[config.mk]
export PLATFORM = sky130hd
export DESIGN_NAME = box_difference_row_derivative_top
export DESIGN_NICKNAME = d
export VERILOG_FILES = /design/src/hw/rtl/bdrd_pkg.sv /design/src/hw/rtl/bdrd_fifo.sv /design/src/hw/rtl/bdrd_front.sv /design/src/hw/rtl/bdrd_back.sv /design/src/hw/rtl/box_difference_row_derivative_top.sv
export SDC_FILE = /design/constraint.sdc
export NUM_CORES = 2
export LEC_CHECK = 0
export ABC_CLOCK_PERIOD_IN_PS = 7300
export BUFFER_PORTS_ARGS = -buffer_cell sky130_fd_sc_hd__buf_4
export CAP_MARGIN = 20
export CORE_MARGIN = 2
export CORE_UTILIZATION = 55
export DETAILED_ROUTE_END_ITERATION = 10
export PLACE_DENSITY = 0.76
export SLEW_MARGIN = 10
export SYNTH_ARGS = -nofsm -noshare
export SYNTH_HDL_FRONTEND = slang
export SYNTH_SLANG_ARGS = --single-unit
export TNS_END_PERCENT = 100
[constraint.sdc]
create_clock -name clk -period 7.3 [get_ports clk]
set_clock_uncertainty 0.15 [all_clocks]
set_input_delay 1.46 -clock clk [delete_from_list [all_inputs] [get_ports clk]]
set_output_delay 1.46 -clock clk [all_outputs]
set_load 0.05 [all_outputs]
[src/hw/rtl/bdrd_pkg.sv]
// Package for the box difference row derivative block.
// Holds shared widths, register codes and the front-to-back request type.
// No dependencies.
package bdrd_pkg;

    localparam int MAX_HALF_DEF     = 16;
    localparam int PIX_W            = 8;
    localparam int LEN_W            = 14;
    localparam int S_W              = 7;   // whole half length, up to MAX_HALF
    localparam int CNT_W            = 9;   // column count, up to 4*MAX_HALF+63
    localparam int ADDR_W           = 3;
    localparam int DATA_W           = 32;

    localparam logic [LEN_W-1:0]  FILTER_LEN_RESET = LEN_W'(1280);
    localparam logic [0:0]        REG_FILTER_LEN   = 1'b0;

    typedef struct packed {
        logic [PIX_W-1:0] pixel;
        logic             row_end;
        logic [S_W-1:0]   s;
        logic [7:0]       a;
        logic [CNT_W-1:0] cc;
    } item_t;

endpackage

[src/hw/rtl/bdrd_fifo.sv]
// Short request queue between the front and back parts.
// Depends on bdrd_pkg for item_t.
module bdrd_fifo (
    input  logic          clk,
    input  logic          rst_n,
    input  logic          push,
    input  bdrd_pkg::item_t din,
    output logic          full,
    input  logic          pop,
    output bdrd_pkg::item_t dout,
    output logic          empty
);
    import bdrd_pkg::*;

    localparam int DEPTH = 4;
    localparam int PTR_W = $clog2(DEPTH);

    item_t              mem_reg [DEPTH];
    logic [PTR_W-1:0]   wr_ptr_reg;
    logic [PTR_W-1:0]   rd_ptr_reg;
    logic [PTR_W:0]     count_reg;

    assign full  = (count_reg == (PTR_W+1)'(DEPTH));
    assign empty = (count_reg == '0);
    assign dout  = mem_reg[rd_ptr_reg];

    always_ff @(posedge clk)
    begin
        if (push && !full)
        begin
            mem_reg[wr_ptr_reg] <= din;
        end
    end

    always_ff @(posedge clk or negedge rst_n)
    begin
        if (!rst_n)
        begin
            wr_ptr_reg <= '0;
            rd_ptr_reg <= '0;
            count_reg  <= '0;
        end
        else
        begin
            if (push && !full)
            begin
                wr_ptr_reg <= wr_ptr_reg + 1'b1;
            end
            if (pop && !empty)
            begin
                rd_ptr_reg <= rd_ptr_reg + 1'b1;
            end
            if ((push && !full) && !(pop && !empty))
            begin
                count_reg <= count_reg + 1'b1;
            end
            else if (!(push && !full) && (pop && !empty))
            begin
                count_reg <= count_reg - 1'b1;
            end
        end
    end

endmodule

[src/hw/rtl/bdrd_front.sv]
// Front part: configuration register, pixel intake, half-length decode
// and column counting. Depends on bdrd_pkg.
module bdrd_front #(
    parameter int MAX_HALF = bdrd_pkg::MAX_HALF_DEF
) (
    input  logic                         clk,
    input  logic                         rst_n,
    input  logic                         psel,
    input  logic                         penable,
    input  logic                         pwrite,
    input  logic [bdrd_pkg::ADDR_W-1:0]  paddr,
    input  logic [bdrd_pkg::DATA_W-1:0]  pwdata,
    output logic [bdrd_pkg::DATA_W-1:0]  prdata,
    input  logic                         in_valid,
    output logic                         in_ready,
    input  logic [bdrd_pkg::PIX_W-1:0]   in_pixel,
    input  logic                         in_end,
    output logic                         q_push,
    output bdrd_pkg::item_t              q_item,
    input  logic                         q_full
);
    import bdrd_pkg::*;

    localparam int CNT_MAX  = 4 * MAX_HALF + 63;
    localparam int HALF_MAX = MAX_HALF * 256 + 255;

    logic [LEN_W-1:0] len_reg;
    logic [CNT_W-1:0] cc_reg;
    logic [CNT_W-1:0] cc_inc;
    logic [15:0]      half_raw;
    logic [15:0]      half_c;
    logic             accept;

    always_ff @(posedge clk or negedge rst_n)
    begin
        if (!rst_n)
        begin
            len_reg <= FILTER_LEN_RESET;
        end
        else if (psel && penable && pwrite && (paddr[2] == REG_FILTER_LEN))
        begin
            len_reg <= pwdata[LEN_W-1:0];
        end
    end

    assign prdata = (paddr[2] == REG_FILTER_LEN) ? DATA_W'(len_reg) : '0;

    always_comb
    begin
        half_raw = 16'(len_reg >> 1);
        if (half_raw < 16'd256)
        begin
            half_c = 16'd256;
        end
        else if (half_raw > 16'(HALF_MAX))
        begin
            half_c = 16'(HALF_MAX);
        end
        else
        begin
            half_c = half_raw;
        end
    end

    assign in_ready = !q_full;
    assign accept   = in_valid && in_ready;
    assign cc_inc   = (cc_reg < CNT_W'(CNT_MAX)) ? cc_reg + 1'b1 : cc_reg;

    always_ff @(posedge clk or negedge rst_n)
    begin
        if (!rst_n)
        begin
            cc_reg <= '0;
        end
        else if (accept)
        begin
            cc_reg <= in_end ? '0 : cc_inc;
        end
    end

    assign q_push         = accept;
    assign q_item.pixel   = in_pixel;
    assign q_item.row_end = in_end;
    assign q_item.s       = half_c[8+S_W-1:8];
    assign q_item.a       = half_c[7:0];
    assign q_item.cc      = cc_inc;

endmodule

[src/hw/rtl/bdrd_back.sv]
// Back part: pixel history memory, window sums, two serial dividers and
// the output register. Depends on bdrd_pkg.
module bdrd_back #(
    parameter int MAX_HALF = bdrd_pkg::MAX_HALF_DEF
) (
    input  logic                        clk,
    input  logic                        rst_n,
    input  bdrd_pkg::item_t             q_item,
    input  logic                        q_empty,
    output logic                        q_pop,
    output logic                        out_valid,
    input  logic                        out_ready,
    output logic [bdrd_pkg::PIX_W-1:0]  out_data,
    output logic                        out_last
);
    import bdrd_pkg::*;

    localparam int DEPTH = 2 * MAX_HALF + 2;
    localparam int A_W   = $clog2(DEPTH);
    localparam int K_W   = $clog2(DEPTH + 1);
    localparam int IDX_W = CNT_W + 1;
    localparam int W_W   = S_W + 8;
    localparam int SUM_W = 23;
    localparam int NUM_W = SUM_W + 8;
    localparam int Q_W   = 17;
    localparam int BC_W  = $clog2(NUM_W + 1);

    typedef enum logic [4:0] {
        ST_IDLE  = 5'b00001,
        ST_SETUP = 5'b00010,
        ST_ACC   = 5'b00100,
        ST_DIV   = 5'b01000,
        ST_EMIT  = 5'b10000
    } state_t;

    state_t state_reg;
    state_t state_next;

    logic [PIX_W-1:0] hist_mem [DEPTH];
    logic [PIX_W-1:0] rd_data_reg;
    logic             rdv_reg;
    logic [K_W-1:0]   kd_reg;
    logic [K_W-1:0]   k_reg;
    logic [A_W-1:0]   wp_reg;
    logic [A_W-1:0]   wp_next;
    logic [A_W-1:0]   rd_addr;

    item_t            it_reg;
    logic             norm_reg;
    logic [S_W-1:0]   d_reg;

    logic [IDX_W-1:0] rlo_reg, rhi_reg, llo_reg, lhi_reg, lf_reg;
    logic [7:0]       ra_reg, la_reg;
    logic [W_W-1:0]   rw_reg, lw_reg;
    logic [SUM_W-1:0] rsum_reg, lsum_reg;

    logic [NUM_W-1:0] rnum_reg, lnum_reg;
    logic [W_W-1:0]   rrem_reg, lrem_reg;
    logic [Q_W-1:0]   rq_reg, lq_reg;
    logic [BC_W-1:0]  bc_reg;

    logic             out_valid_reg;
    logic [PIX_W-1:0] out_data_reg;
    logic             out_last_reg;

    // first-job decode for a freshly popped item and the flush start of it_reg
    logic             q_norm;
    logic [S_W-1:0]   q_dmin;
    logic [S_W-1:0]   it_dmin;
    logic [CNT_W-1:0] q_p, it_p;

    assign q_p    = q_item.cc - 1'b1;
    assign q_dmin = (CNT_W'(q_item.s) < q_p) ? q_item.s : S_W'(q_p);
    assign q_norm = (q_item.cc >= CNT_W'(q_item.s) + CNT_W'(2));
    assign it_p    = it_reg.cc - 1'b1;
    assign it_dmin = (CNT_W'(it_reg.s) < it_p) ? it_reg.s : S_W'(it_p);

    assign wp_next = (wp_reg == A_W'(DEPTH - 1)) ? '0 : wp_reg + 1'b1;
    assign q_pop   = (state_reg == ST_IDLE) && !q_empty;

    always_comb
    begin
        if ({1'b0, k_reg} <= (K_W+1)'(wp_reg))
        begin
            rd_addr = A_W'(wp_reg - A_W'(k_reg));
        end
        else
        begin
            rd_addr = A_W'((K_W+1)'(wp_reg) + (K_W+1)'(DEPTH) - (K_W+1)'(k_reg));
        end
    end

    always_ff @(posedge clk)
    begin
        if (q_pop)
        begin
            hist_mem[wp_next] <= q_item.pixel;
        end
        rd_data_reg <= hist_mem[rd_addr];
    end

    // window setup for the current job
    logic [IDX_W-1:0] e_c, x_c;
    always_comb
    begin
        if (norm_reg)
        begin
            e_c = IDX_W'(it_reg.s) + 1'b1;
            x_c = IDX_W'(it_reg.cc) - IDX_W'(it_reg.s) - IDX_W'(2);
        end
        else
        begin
            e_c = IDX_W'(d_reg);
            x_c = IDX_W'(it_reg.cc) - 1'b1 - IDX_W'(d_reg);
        end
    end

    // per-tap contributions
    logic [IDX_W-1:0] kd_i;
    logic [15:0]      pix_whole;
    logic [15:0]      r_frac, l_frac;
    logic [SUM_W-1:0] r_add, l_add;
    always_comb
    begin
        kd_i      = IDX_W'(kd_reg);
        pix_whole = {rd_data_reg, 8'b0};
        r_frac    = rd_data_reg * ra_reg;
        l_frac    = rd_data_reg * la_reg;
        r_add     = '0;
        l_add     = '0;
        if (kd_i >= rlo_reg && kd_i <= rhi_reg)
        begin
            r_add = r_add + SUM_W'(pix_whole);
        end
        if (kd_i == '0)
        begin
            r_add = r_add + SUM_W'(r_frac);
        end
        if (kd_i >= llo_reg && kd_i <= lhi_reg)
        begin
            l_add = l_add + SUM_W'(pix_whole);
        end
        if (kd_i == lf_reg)
        begin
            l_add = l_add + SUM_W'(l_frac);
        end
    end

    // one restoring step for each divider
    logic [W_W:0] rrem_sh, lrem_sh;
    logic         rbit, lbit;
    always_comb
    begin
        rrem_sh = {rrem_reg, rnum_reg[NUM_W-1]};
        lrem_sh = {lrem_reg, lnum_reg[NUM_W-1]};
        rbit    = (rrem_sh >= {1'b0, rw_reg});
        lbit    = (lrem_sh >= {1'b0, lw_reg});
    end

    // final value: 128 + right - left, floored and clamped
    logic signed [Q_W+1:0] v_c;
    logic [PIX_W-1:0]      res_c;
    always_comb
    begin
        v_c = (Q_W+2)'(32768) + $signed({2'b0, rq_reg}) - $signed({2'b0, lq_reg});
        if (v_c < 0)
        begin
            res_c = '0;
        end
        else if (v_c[Q_W+1:8] > (Q_W-6)'(255))
        begin
            res_c = 8'd255;
        end
        else
        begin
            res_c = v_c[15:8];
        end
    end

    logic emit_go;
    assign emit_go = (state_reg == ST_EMIT) && (!out_valid_reg || out_ready);

    always_comb
    begin
        state_next = state_reg;
        unique case (state_reg)
            ST_IDLE:
            begin
                if (!q_empty && (q_norm || (q_item.row_end && q_dmin != '0)))
                begin
                    state_next = ST_SETUP;
                end
            end
            ST_SETUP:
            begin
                state_next = ST_ACC;
            end
            ST_ACC:
            begin
                if (k_reg == K_W'(DEPTH) && !rdv_reg)
                begin
                    state_next = ST_DIV;
                end
            end
            ST_DIV:
            begin
                if (bc_reg == BC_W'(1))
                begin
                    state_next = ST_EMIT;
                end
            end
            ST_EMIT:
            begin
                if (emit_go)
                begin
                    if ((norm_reg && it_reg.row_end && it_dmin != '0)
                        || (!norm_reg && d_reg > S_W'(1)))
                    begin
                        state_next = ST_SETUP;
                    end
                    else
                    begin
                        state_next = ST_IDLE;
                    end
                end
            end
            default:
            begin
                state_next = ST_IDLE;
            end
        endcase
    end

    always_ff @(posedge clk or negedge rst_n)
    begin
        if (!rst_n)
        begin
            state_reg     <= ST_IDLE;
            wp_reg        <= '0;
            rdv_reg       <= 1'b0;
            k_reg         <= '0;
            out_valid_reg <= 1'b0;
        end
        else
        begin
            state_reg <= state_next;
            rdv_reg   <= (state_reg == ST_ACC) && (k_reg < K_W'(DEPTH));
            if (q_pop)
            begin
                wp_reg <= wp_next;
            end
            if (state_reg == ST_SETUP)
            begin
                k_reg <= '0;
            end
            else if (state_reg == ST_ACC && k_reg < K_W'(DEPTH))
            begin
                k_reg <= k_reg + 1'b1;
            end
            if (emit_go)
            begin
                out_valid_reg <= 1'b1;
            end
            else if (out_ready)
            begin
                out_valid_reg <= 1'b0;
            end
        end
    end

    always_ff @(posedge clk)
    begin
        kd_reg <= k_reg;
        if (q_pop)
        begin
            it_reg   <= q_item;
            norm_reg <= q_norm;
            d_reg    <= q_dmin;
        end
        if (state_reg == ST_SETUP)
        begin
            rlo_reg  <= norm_reg ? IDX_W'(1) : '0;
            rhi_reg  <= norm_reg ? IDX_W'(it_reg.s) : IDX_W'(d_reg) - 1'b1;
            ra_reg   <= norm_reg ? it_reg.a : '0;
            rw_reg   <= norm_reg ? {it_reg.s, it_reg.a} : {d_reg, 8'b0};
            llo_reg  <= e_c;
            rsum_reg <= '0;
            lsum_reg <= '0;
            if (x_c >= IDX_W'(it_reg.s))
            begin
                lhi_reg <= e_c + IDX_W'(it_reg.s) - 1'b1;
                lf_reg  <= e_c + IDX_W'(it_reg.s);
                la_reg  <= it_reg.a;
                lw_reg  <= {it_reg.s, it_reg.a};
            end
            else
            begin
                lhi_reg <= e_c + x_c;
                lf_reg  <= '0;
                la_reg  <= '0;
                lw_reg  <= {S_W'(x_c + 1'b1), 8'b0};
            end
        end
        if (state_reg == ST_ACC && rdv_reg)
        begin
            rsum_reg <= rsum_reg + r_add;
            lsum_reg <= lsum_reg + l_add;
        end
        if (state_reg == ST_ACC)
        begin
            rnum_reg <= {rsum_reg, 8'b0};
            lnum_reg <= {lsum_reg, 8'b0};
            rrem_reg <= '0;
            lrem_reg <= '0;
            rq_reg   <= '0;
            lq_reg   <= '0;
            bc_reg   <= BC_W'(NUM_W);
        end
        else if (state_reg == ST_DIV)
        begin
            rnum_reg <= rnum_reg << 1;
            lnum_reg <= lnum_reg << 1;
            rrem_reg <= rbit ? W_W'(rrem_sh - {1'b0, rw_reg}) : W_W'(rrem_sh);
            lrem_reg <= lbit ? W_W'(lrem_sh - {1'b0, lw_reg}) : W_W'(lrem_sh);
            rq_reg   <= {rq_reg[Q_W-2:0], rbit};
            lq_reg   <= {lq_reg[Q_W-2:0], lbit};
            bc_reg   <= bc_reg - 1'b1;
        end
        if (emit_go)
        begin
            out_data_reg <= res_c;
            out_last_reg <= !norm_reg && (d_reg == S_W'(1));
            if (norm_reg)
            begin
                d_reg    <= it_dmin;
                norm_reg <= 1'b0;
            end
            else
            begin
                d_reg <= d_reg - 1'b1;
            end
        end
    end

    assign out_valid = out_valid_reg;
    assign out_data  = out_data_reg;
    assign out_last  = out_last_reg;

endmodule

[src/hw/rtl/box_difference_row_derivative_top.sv]
// Top level of the box difference row derivative block.
// Depends on bdrd_pkg, bdrd_front, bdrd_fifo and bdrd_back.
//
// Use: pixels of a row enter on the s_axis channel (tdata = pixel, tlast =
// last pixel of the row). Results leave on m_axis (tdata = derivative
// value, tlast = final result of the row). The filter length (unsigned Q8)
// is written over the APB port at byte address 0 while the block is idle.
// A row of W pixels gives W-1 results: one per pixel once s+1 pixels have
// arrived, the remaining ones flushed after the last pixel.
// Each result sweeps the pixel history memory of 2*MAX_HALF+2 entries
// (one read a cycle), then runs the two serial dividers and the output
// register; each further flush result of the same pixel starts again
// at setup. A pixel that gives no result is only stored in the history. A
// four-entry request queue lets the intake run ahead of the arithmetic.
// Reset sets the filter length to 5.0 and clears the column count; the
// history needs no clearing. When m_axis_tready is low the result holds in
// the output register and the arithmetic waits; the queue then fills and
// s_axis_tready drops.
module box_difference_row_derivative_top #(
    parameter int MAX_HALF = bdrd_pkg::MAX_HALF_DEF
) (
    input  logic                        clk,
    input  logic                        rst_n,
    input  logic                        psel,
    input  logic                        penable,
    input  logic                        pwrite,
    input  logic [bdrd_pkg::ADDR_W-1:0] paddr,
    input  logic [bdrd_pkg::DATA_W-1:0] pwdata,
    output logic [bdrd_pkg::DATA_W-1:0] prdata,
    output logic                        pready,
    input  logic                        s_axis_tvalid,
    output logic                        s_axis_tready,
    input  logic [7:0]                  s_axis_tdata,   // [7:0] pixel
    input  logic                        s_axis_tlast,
    output logic                        m_axis_tvalid,
    input  logic                        m_axis_tready,
    output logic [7:0]                  m_axis_tdata,   // [7:0] deriv_value
    output logic                        m_axis_tlast
);
    import bdrd_pkg::*;

    item_t push_item;
    item_t pop_item;
    logic  push;
    logic  pop;
    logic  full;
    logic  empty;

    assign pready = 1'b1;

    bdrd_front #(.MAX_HALF(MAX_HALF)) u_front (
        .clk      (clk),
        .rst_n    (rst_n),
        .psel     (psel),
        .penable  (penable),
        .pwrite   (pwrite),
        .paddr    (paddr),
        .pwdata   (pwdata),
        .prdata   (prdata),
        .in_valid (s_axis_tvalid),
        .in_ready (s_axis_tready),
        .in_pixel (s_axis_tdata),
        .in_end   (s_axis_tlast),
        .q_push   (push),
        .q_item   (push_item),
        .q_full   (full)
    );

    bdrd_fifo u_fifo (
        .clk   (clk),
        .rst_n (rst_n),
        .push  (push),
        .din   (push_item),
        .full  (full),
        .pop   (pop),
        .dout  (pop_item),
        .empty (empty)
    );

    bdrd_back #(.MAX_HALF(MAX_HALF)) u_back (
        .clk       (clk),
        .rst_n     (rst_n),
        .q_item    (pop_item),
        .q_empty   (empty),
        .q_pop     (pop),
        .out_valid (m_axis_tvalid),
        .out_ready (m_axis_tready),
        .out_data  (m_axis_tdata),
        .out_last  (m_axis_tlast)
    );

endmodule

# ---- After elaboration in Yosys (flattened, before gate mapping)
# Memories as Yosys holds them, arrays and structs flattened. A register that Yosys moved wholly into a read port is not among the register bits.
# Cells that the tools add are included.
dict set report word_totals {
  register_bits 336
  ramBits 396
  in_bits 51
  output_inout_bits 44
  word_cells 203
  n_memories 2
}
dict set report op_classes {
  add_sub_neg 33
  mul 2
  order_cmp 18
  eq_ne 15
  mux 52
  bitwise_logic 1
  n_reduce_logical 42
}
# name depth word_bits read_ports rd_clocked_by_memory_dff write_ports line_no
set mem_list {}
lappend mem_list {u_back.hist_mem 34 8 1 1 1 bdrd_back.sv:39} ;# logic [PIX_W-1:0] hist_mem [DEPTH];
lappend mem_list {u_fifo.mem_reg 4 31 1 0 1 bdrd_fifo.sv:18} ;# item_t mem_reg [DEPTH];
# op n
set op_table {}
lappend op_table {{$mux 31} 4}
lappend op_table {{$mux 23} 5}
lappend op_table {{$mux 15} 4}
lappend op_table {{$add 23x23->23} 2}
lappend op_table {{$mux 7} 6}
lappend op_table {{$add 16x16->17} 2}
lappend op_table {{$ge 16x15->1} 2}
lappend op_table {{$mul 8x8->16} 2}
lappend op_table {{$mux 16} 2}
lappend op_table {{$mux 10} 3}
lappend op_table {{$sub 15x15->15} 2}
lappend op_table {{$mux 13} 2}
lappend op_table {{$pmux 5 s5} 1}
lappend op_table {{$mux 6} 4}
lappend op_table {{$logic_and 1x1->1} 21}
lappend op_table {{$ge 6x10->1} 2}
lappend op_table {{$le 6x10->1} 2}
lappend op_table {{$mux 5} 4}
lappend op_table {{$lt 19x1->1 const B} 1}
lappend op_table {{$sub 18x17->19} 1}
lappend op_table {{$add 16x17->18 const A} 1}
lappend op_table {{$lt 7x9->1} 2}
lappend op_table {{$mux 9} 2}
lappend op_table {{$sub 9x1->9 const B} 2}
lappend op_table {{53 further kinds} 84}

# ---- Longest topological paths before layout
# An unclocked memory read counts as a cell.
dict set report logic_depth {
  word_depth 10
  depth_mapped 33
  depth_no_buf 32
}

# ---- Cells and area by module
# A second synthesis with hierarchy kept.
dict set report unflattened {
  hier_cells 3700
  hier_area_um2 43504.2
}
# mod instances cells_each area_per_inst_um2 seq_area_each_um2
set modules_own_cells {}
lappend modules_own_cells {bdrd_back 1 3327 36642.6 16301.9}
lappend modules_own_cells {bdrd_fifo 1 209 5242.5 4139.0}
lappend modules_own_cells {bdrd_front 1 162 1607.8 578.1}
lappend modules_own_cells {box_difference_row_derivative_top 1 2 11.3 0.0}

# ---- Worst setup path after synthesis
# OpenSTA, ideal clock, no wires.
dict set report synth_timing {
  path_kind {flip-flop to flip-flop}
  from {register u_back.kd_reg[1]}
  to {register u_back.lsum_reg[19], data pin}
  setup_time_ns 0.266
  arrival_ns 6.737
  t_required_ns 6.884
  path_slack_ns 0.147
  stages_incl_launch_ff 32
  n_path_buf 0
  period_less_slack_ns 7.153
  cell_sequence {dfxtp_1 ha_1 nor2b_1 o21a_1 o21a_1 o21a_1 o21ai_1 a21oi_1 a2111oi_1 and2_1 ha_1 fa_1 inv_1 fa_1 fa_1 inv_1 ha_1 inv_1 o21ai_0 a21o_1 a41oi_1 nand2b_1 xnor2_1 mux2i_1 ha_1 or2_2 a21oi_1 a31oi_1 a31o_2 nand3_1 xor2_1 nor2_1}
}
dict set report synth_via {
  elab_chain_len 7
  word_cells_on_any_way 9
  classes_between {add/sub (2); order compare (2); eq/ne (1); mux (3); reduce/logical (1)}
}
# element line_no
set synth_lines {}
lappend synth_lines {{from (decl)} bdrd_back.sv:42} ;# logic [K_W-1:0] kd_reg;
lappend synth_lines {{from (signal assigned)} bdrd_back.sv:273} ;# kd_reg <= k_reg;
lappend synth_lines {{$ge 6x10->1 or $le 6x10->1 (tied branches)} bdrd_back.sv:139} ;# if (kd_i >= llo_reg && kd_i <= lhi_reg)
lappend synth_lines {{$logic_and 1x1->1} bdrd_back.sv:139}
lappend synth_lines {{$mux 16} bdrd_back.sv:139}
lappend synth_lines {{$add 16x16->17} bdrd_back.sv:145} ;# l_add = l_add + SUM_W'(l_frac);
lappend synth_lines {{$mux 23 (*)} bdrd_back.sv:143} ;# if (kd_i == lf_reg)
lappend synth_lines {{$add 23x23->23 (*)} bdrd_back.sv:307} ;# lsum_reg <= lsum_reg + l_add;
lappend synth_lines {{$mux 23 (*)} bdrd_back.sv:304} ;# if (state_reg == ST_ACC && rdv_reg)
lappend synth_lines {{to (signal assigned)} bdrd_back.sv:307}
lappend synth_lines {{to (decl)} bdrd_back.sv:55} ;# logic [SUM_W-1:0] rsum_reg, lsum_reg;
# Mark *: on every way between the ends. The rest lies on a longest branch, timed or not.
# A chain may end at the register's enable or synchronous reset.

# ---- Worst setup path in the final report
dict set report layout_timing {
  from {register u_back.lhi_reg[1]}
  to {register u_back.lsum_reg[19], data pin}
}
dict set report layout_via {
  elab_chain_len 7
}
# element line_no
set layout_lines {}
lappend layout_lines {{from (decl)} bdrd_back.sv:52} ;# logic [IDX_W-1:0] rlo_reg, rhi_reg, llo_reg, lhi_reg, lf_reg;
lappend layout_lines {{from (signal assigned)} bdrd_back.sv:291} ;# lhi_reg <= e_c + IDX_W'(it_reg.s) - 1'b1;
lappend layout_lines {{from (signal assigned)} bdrd_back.sv:298} ;# lhi_reg <= e_c + x_c;
lappend layout_lines {{$le 6x10->1 (*)} bdrd_back.sv:139}
lappend layout_lines {{$logic_and 1x1->1 (*)} bdrd_back.sv:139}
lappend layout_lines {{$mux 16 (*)} bdrd_back.sv:139}
lappend layout_lines {{$add 16x16->17} bdrd_back.sv:145}
lappend layout_lines {{$mux 23 (*)} bdrd_back.sv:143}
lappend layout_lines {{$add 23x23->23 (*)} bdrd_back.sv:307}
lappend layout_lines {{$mux 23 (*)} bdrd_back.sv:304}
# Marks and branches as above.

==> flow_summary.yaml <==
yosys:
  avgSynthCellArea_um2: 11.4
  synth_edf_count: 591
  seq_area_frac_synth_pct: 50.9
  yosys_warnings: 0
  syn_inst: 3561
  ys_ff_latch: 724
  yosysUniqueCellTypes: 85
  synthFlopType: "edfxtp_1"
  syn-cell-area_um2: 40600
  async_flop_share_pct: 6.77
sta:
  hold_violations: 0
  tns_ns: 0
  fin_crit_ns: 7.03
  period_share_pct: 96.4
  max_freq_ghz: 0.142
  slew_headroom_pct: 23.2
  setup_viol: 0
  drv_slew: 0
  worst_pin_slew_ns: 1.15
setup_path:
  r2r_start: "u_back.lhi_reg[1]$_DFFE_PN_"
  critPathLaunchType: "flip-flop"
  critical-path-max-stage-delay_ns: 0.51
  crit_type: "reg2reg"
  required_ns: 7.51
  crit_path_max_fanout: 3
  reg2reg_to: "u_back.lsum_reg[19]$_SDFFCE_PN0P_"
  reg2reg_depth: 33
  arrival_ns: 7.24
  cp-end-kind: "flip-flop"
  r2r_slack_ns: 0.27
  cpMaxStageDelayCell: "fa_1"
placed_design:
  gp_congestion: 0.881
  dp_hpwl_mm: 58.5
  portBuffers: 55
global_route:
  use_met2_pct: 38.3
  use_met3_pct: 3.84
  grtUsageMet1_pct: 31.0
  grt_overflow: 0
  grt_pass1_vias: 26646
  antenna_found_initial: 0
  grt_max_degree: 66
  grt_first_pass_wirelength_mm: 139
  busiest_layer: "met2"
  grt_util_all_layers_pct: 23.0
final_layout:
  fin_nets: 4065
  area_growth_pct: 10.4
  largest_reg_flops: 272
  final_cell_mix: "591 x edfxtp_1, 390 x nand2_1, 342 x inv_1"
  drive_gt1_share_pct: 10.6
  layout_commonest_cell: "edfxtp_1"
die:
  die_area_um2: 76000
  fp-row-count: 99
  coreArea_um2: 73000
  start_util_pct: 55.6
  die_h_um: 276
  die-width_um: 276
  io_pins: 95
hold_path:
  hold_depth: 0
  min_from: "u_back.k_reg[2]$_DFFE_PN0P_"
  hold_class: "reg2reg"
  worstHoldEndpoint: "u_back.kd_reg[2]$_DFF_P_"
drt:
  initialDrtViolationCount: 2076
  route.vias.total: 26785
  wire_per_inst_um: 18.6
  drt-vias-per-instance: 5.75
  wl_mm: 86.6
  drt-pass1-iter-count: 8
  post-route-drc-count: 0
  drtAntennaViolNets: 0
clocking:
  hold_buffers: 0
  clkSinkCount: 724
  clk_latency_ns: 0.63
  cts-root-buf: "clkbuf_16"
  htreeDepth: 3
  clk_path_buf_depth: 3
  cts_buffers: 77
  clkSlewWorstSetupHoldPaths_ns: 0.06
  cts_tree: "done"
status:
  status: "complete, no violations"
flow_run:
  cap_violations: 0
timing repair:
action / CTS / global route
hold endpoints to repair: 0 / 0
pin swaps: 1 / 18
setup endpoints to repair: 8 / 15
resized for setup: 3 / 41
setup buffers: 1 / 7
gates cloned: 0 / 0
per-stage QoR:
step                      area (um2)  cells  hold WS [ns]  util, %  setup slack (ns)
after CTS                      44500   4645         0.315     61.0            0.0191
after global routing           44800   4654         0.328     61.4           -0.0195
after global placement         42100   4507         0.290     57.7            -0.169
after floorplan                40600   3579         0.239        -             0.147
final                          44800   4655         0.324     61.4             0.266
after detailed placement       42100   4508         0.313     57.7            -0.218
routing by layer:
metal  vias to the layer above  wire length (um)
met3                       157              5290
li1                      12774                 -
met1                     13037             37500
met5                         -                 0
met4                         0              2250
met2                       817             41600
how the worst max path moves through the flow:
stage	start	endpoint	slack (ns)	cells after the start
after floorplan	u_back.kd_reg[1]$_DFF_P_	u_back.lsum_reg[19]$_SDFFCE_PN0P_	0.15	31
after global placement	u_back.lhi_reg[1]$_DFFE_PN_	u_back.lsum_reg[19]$_SDFFCE_PN0P_	-0.17	33
after detailed placement	u_back.lhi_reg[1]$_DFFE_PN_	u_back.lsum_reg[19]$_SDFFCE_PN0P_	-0.22	33
after CTS	u_back.lhi_reg[1]$_DFFE_PN_	u_back.lsum_reg[18]$_SDFFCE_PN0P_	0.02	33
after global routing	u_back.lhi_reg[1]$_DFFE_PN_	u_back.lsum_reg[19]$_SDFFCE_PN0P_	-0.02	32
final	u_back.lhi_reg[1]$_DFFE_PN_	u_back.lsum_reg[19]$_SDFFCE_PN0P_	0.27	33
synth_stat cells, types with 84 or more instances:
cell | count | area (um2)
and2_1 | 122 | 763
inv_1 | 344 | 1290
a21oi_1 | 140 | 701
fa_1 | 103 | 2060
clkbuf_1 | 86 | 323
edfxtp_1 | 591 | 17700
o21ai_0 | 116 | 581
nor2_1 | 223 | 837
xnor2_1 | 88 | 771
nand2_1 | 391 | 1470
dfxtp_1 | 84 | 1680
ha_1 | 273 | 3420
kinds of logic (layout without fill, tap and decap cells):
group | count (synthesis) | in the layout | share of synthesized area, %
and+or+nand+nor | 1094 | 1094 | 12.7
DFF | 724 | 724 | 50.9
AOI/OAI and AO/OA | 579 | 579 | 9.57
buffers and inverters | 487 | 603 | 4.80
other | 2 | 21 | 0.0185
xor gates and xnor gates | 157 | 157 | 3.39
muxes | 142 | 142 | 5.09
adders and majority gates | 376 | 376 | 13.5
worst max-delay path: cells and delay by family (launching register included):
family / cells / cell delay [ns]
multiplexers: 1 / 0.27
adder cells (fa/ha/maj): 7 / 2.43
buffers and inverters: 5 / 0.40
AND/OR/NAND/NOR: 8 / 0.97
XOR/XNOR: 2 / 0.25
flip-flops: 1 / 0.35
AO/OA/AOI/OAI: 10 / 1.93
final cells by class:
| type | count | area (um2) |
|---|---|---|
| sequential | 724 | 20700 |
| antenna | 1 | 2.50 |
| multi-input combinational | 2368 | 18300 |
| clock inverter | 35 | 318 |
| tap | 959 | 1200 |
| fill | 5550 | 28200 |
| clock buffer | 101 | 2080 |
| inverter | 347 | 1300 |
| timing repair buffer | 120 | 916 |
Power is left out: the tool's default activity adds up to more than one toggle a clock period on the data nets, which glitch-free logic cannot reach.
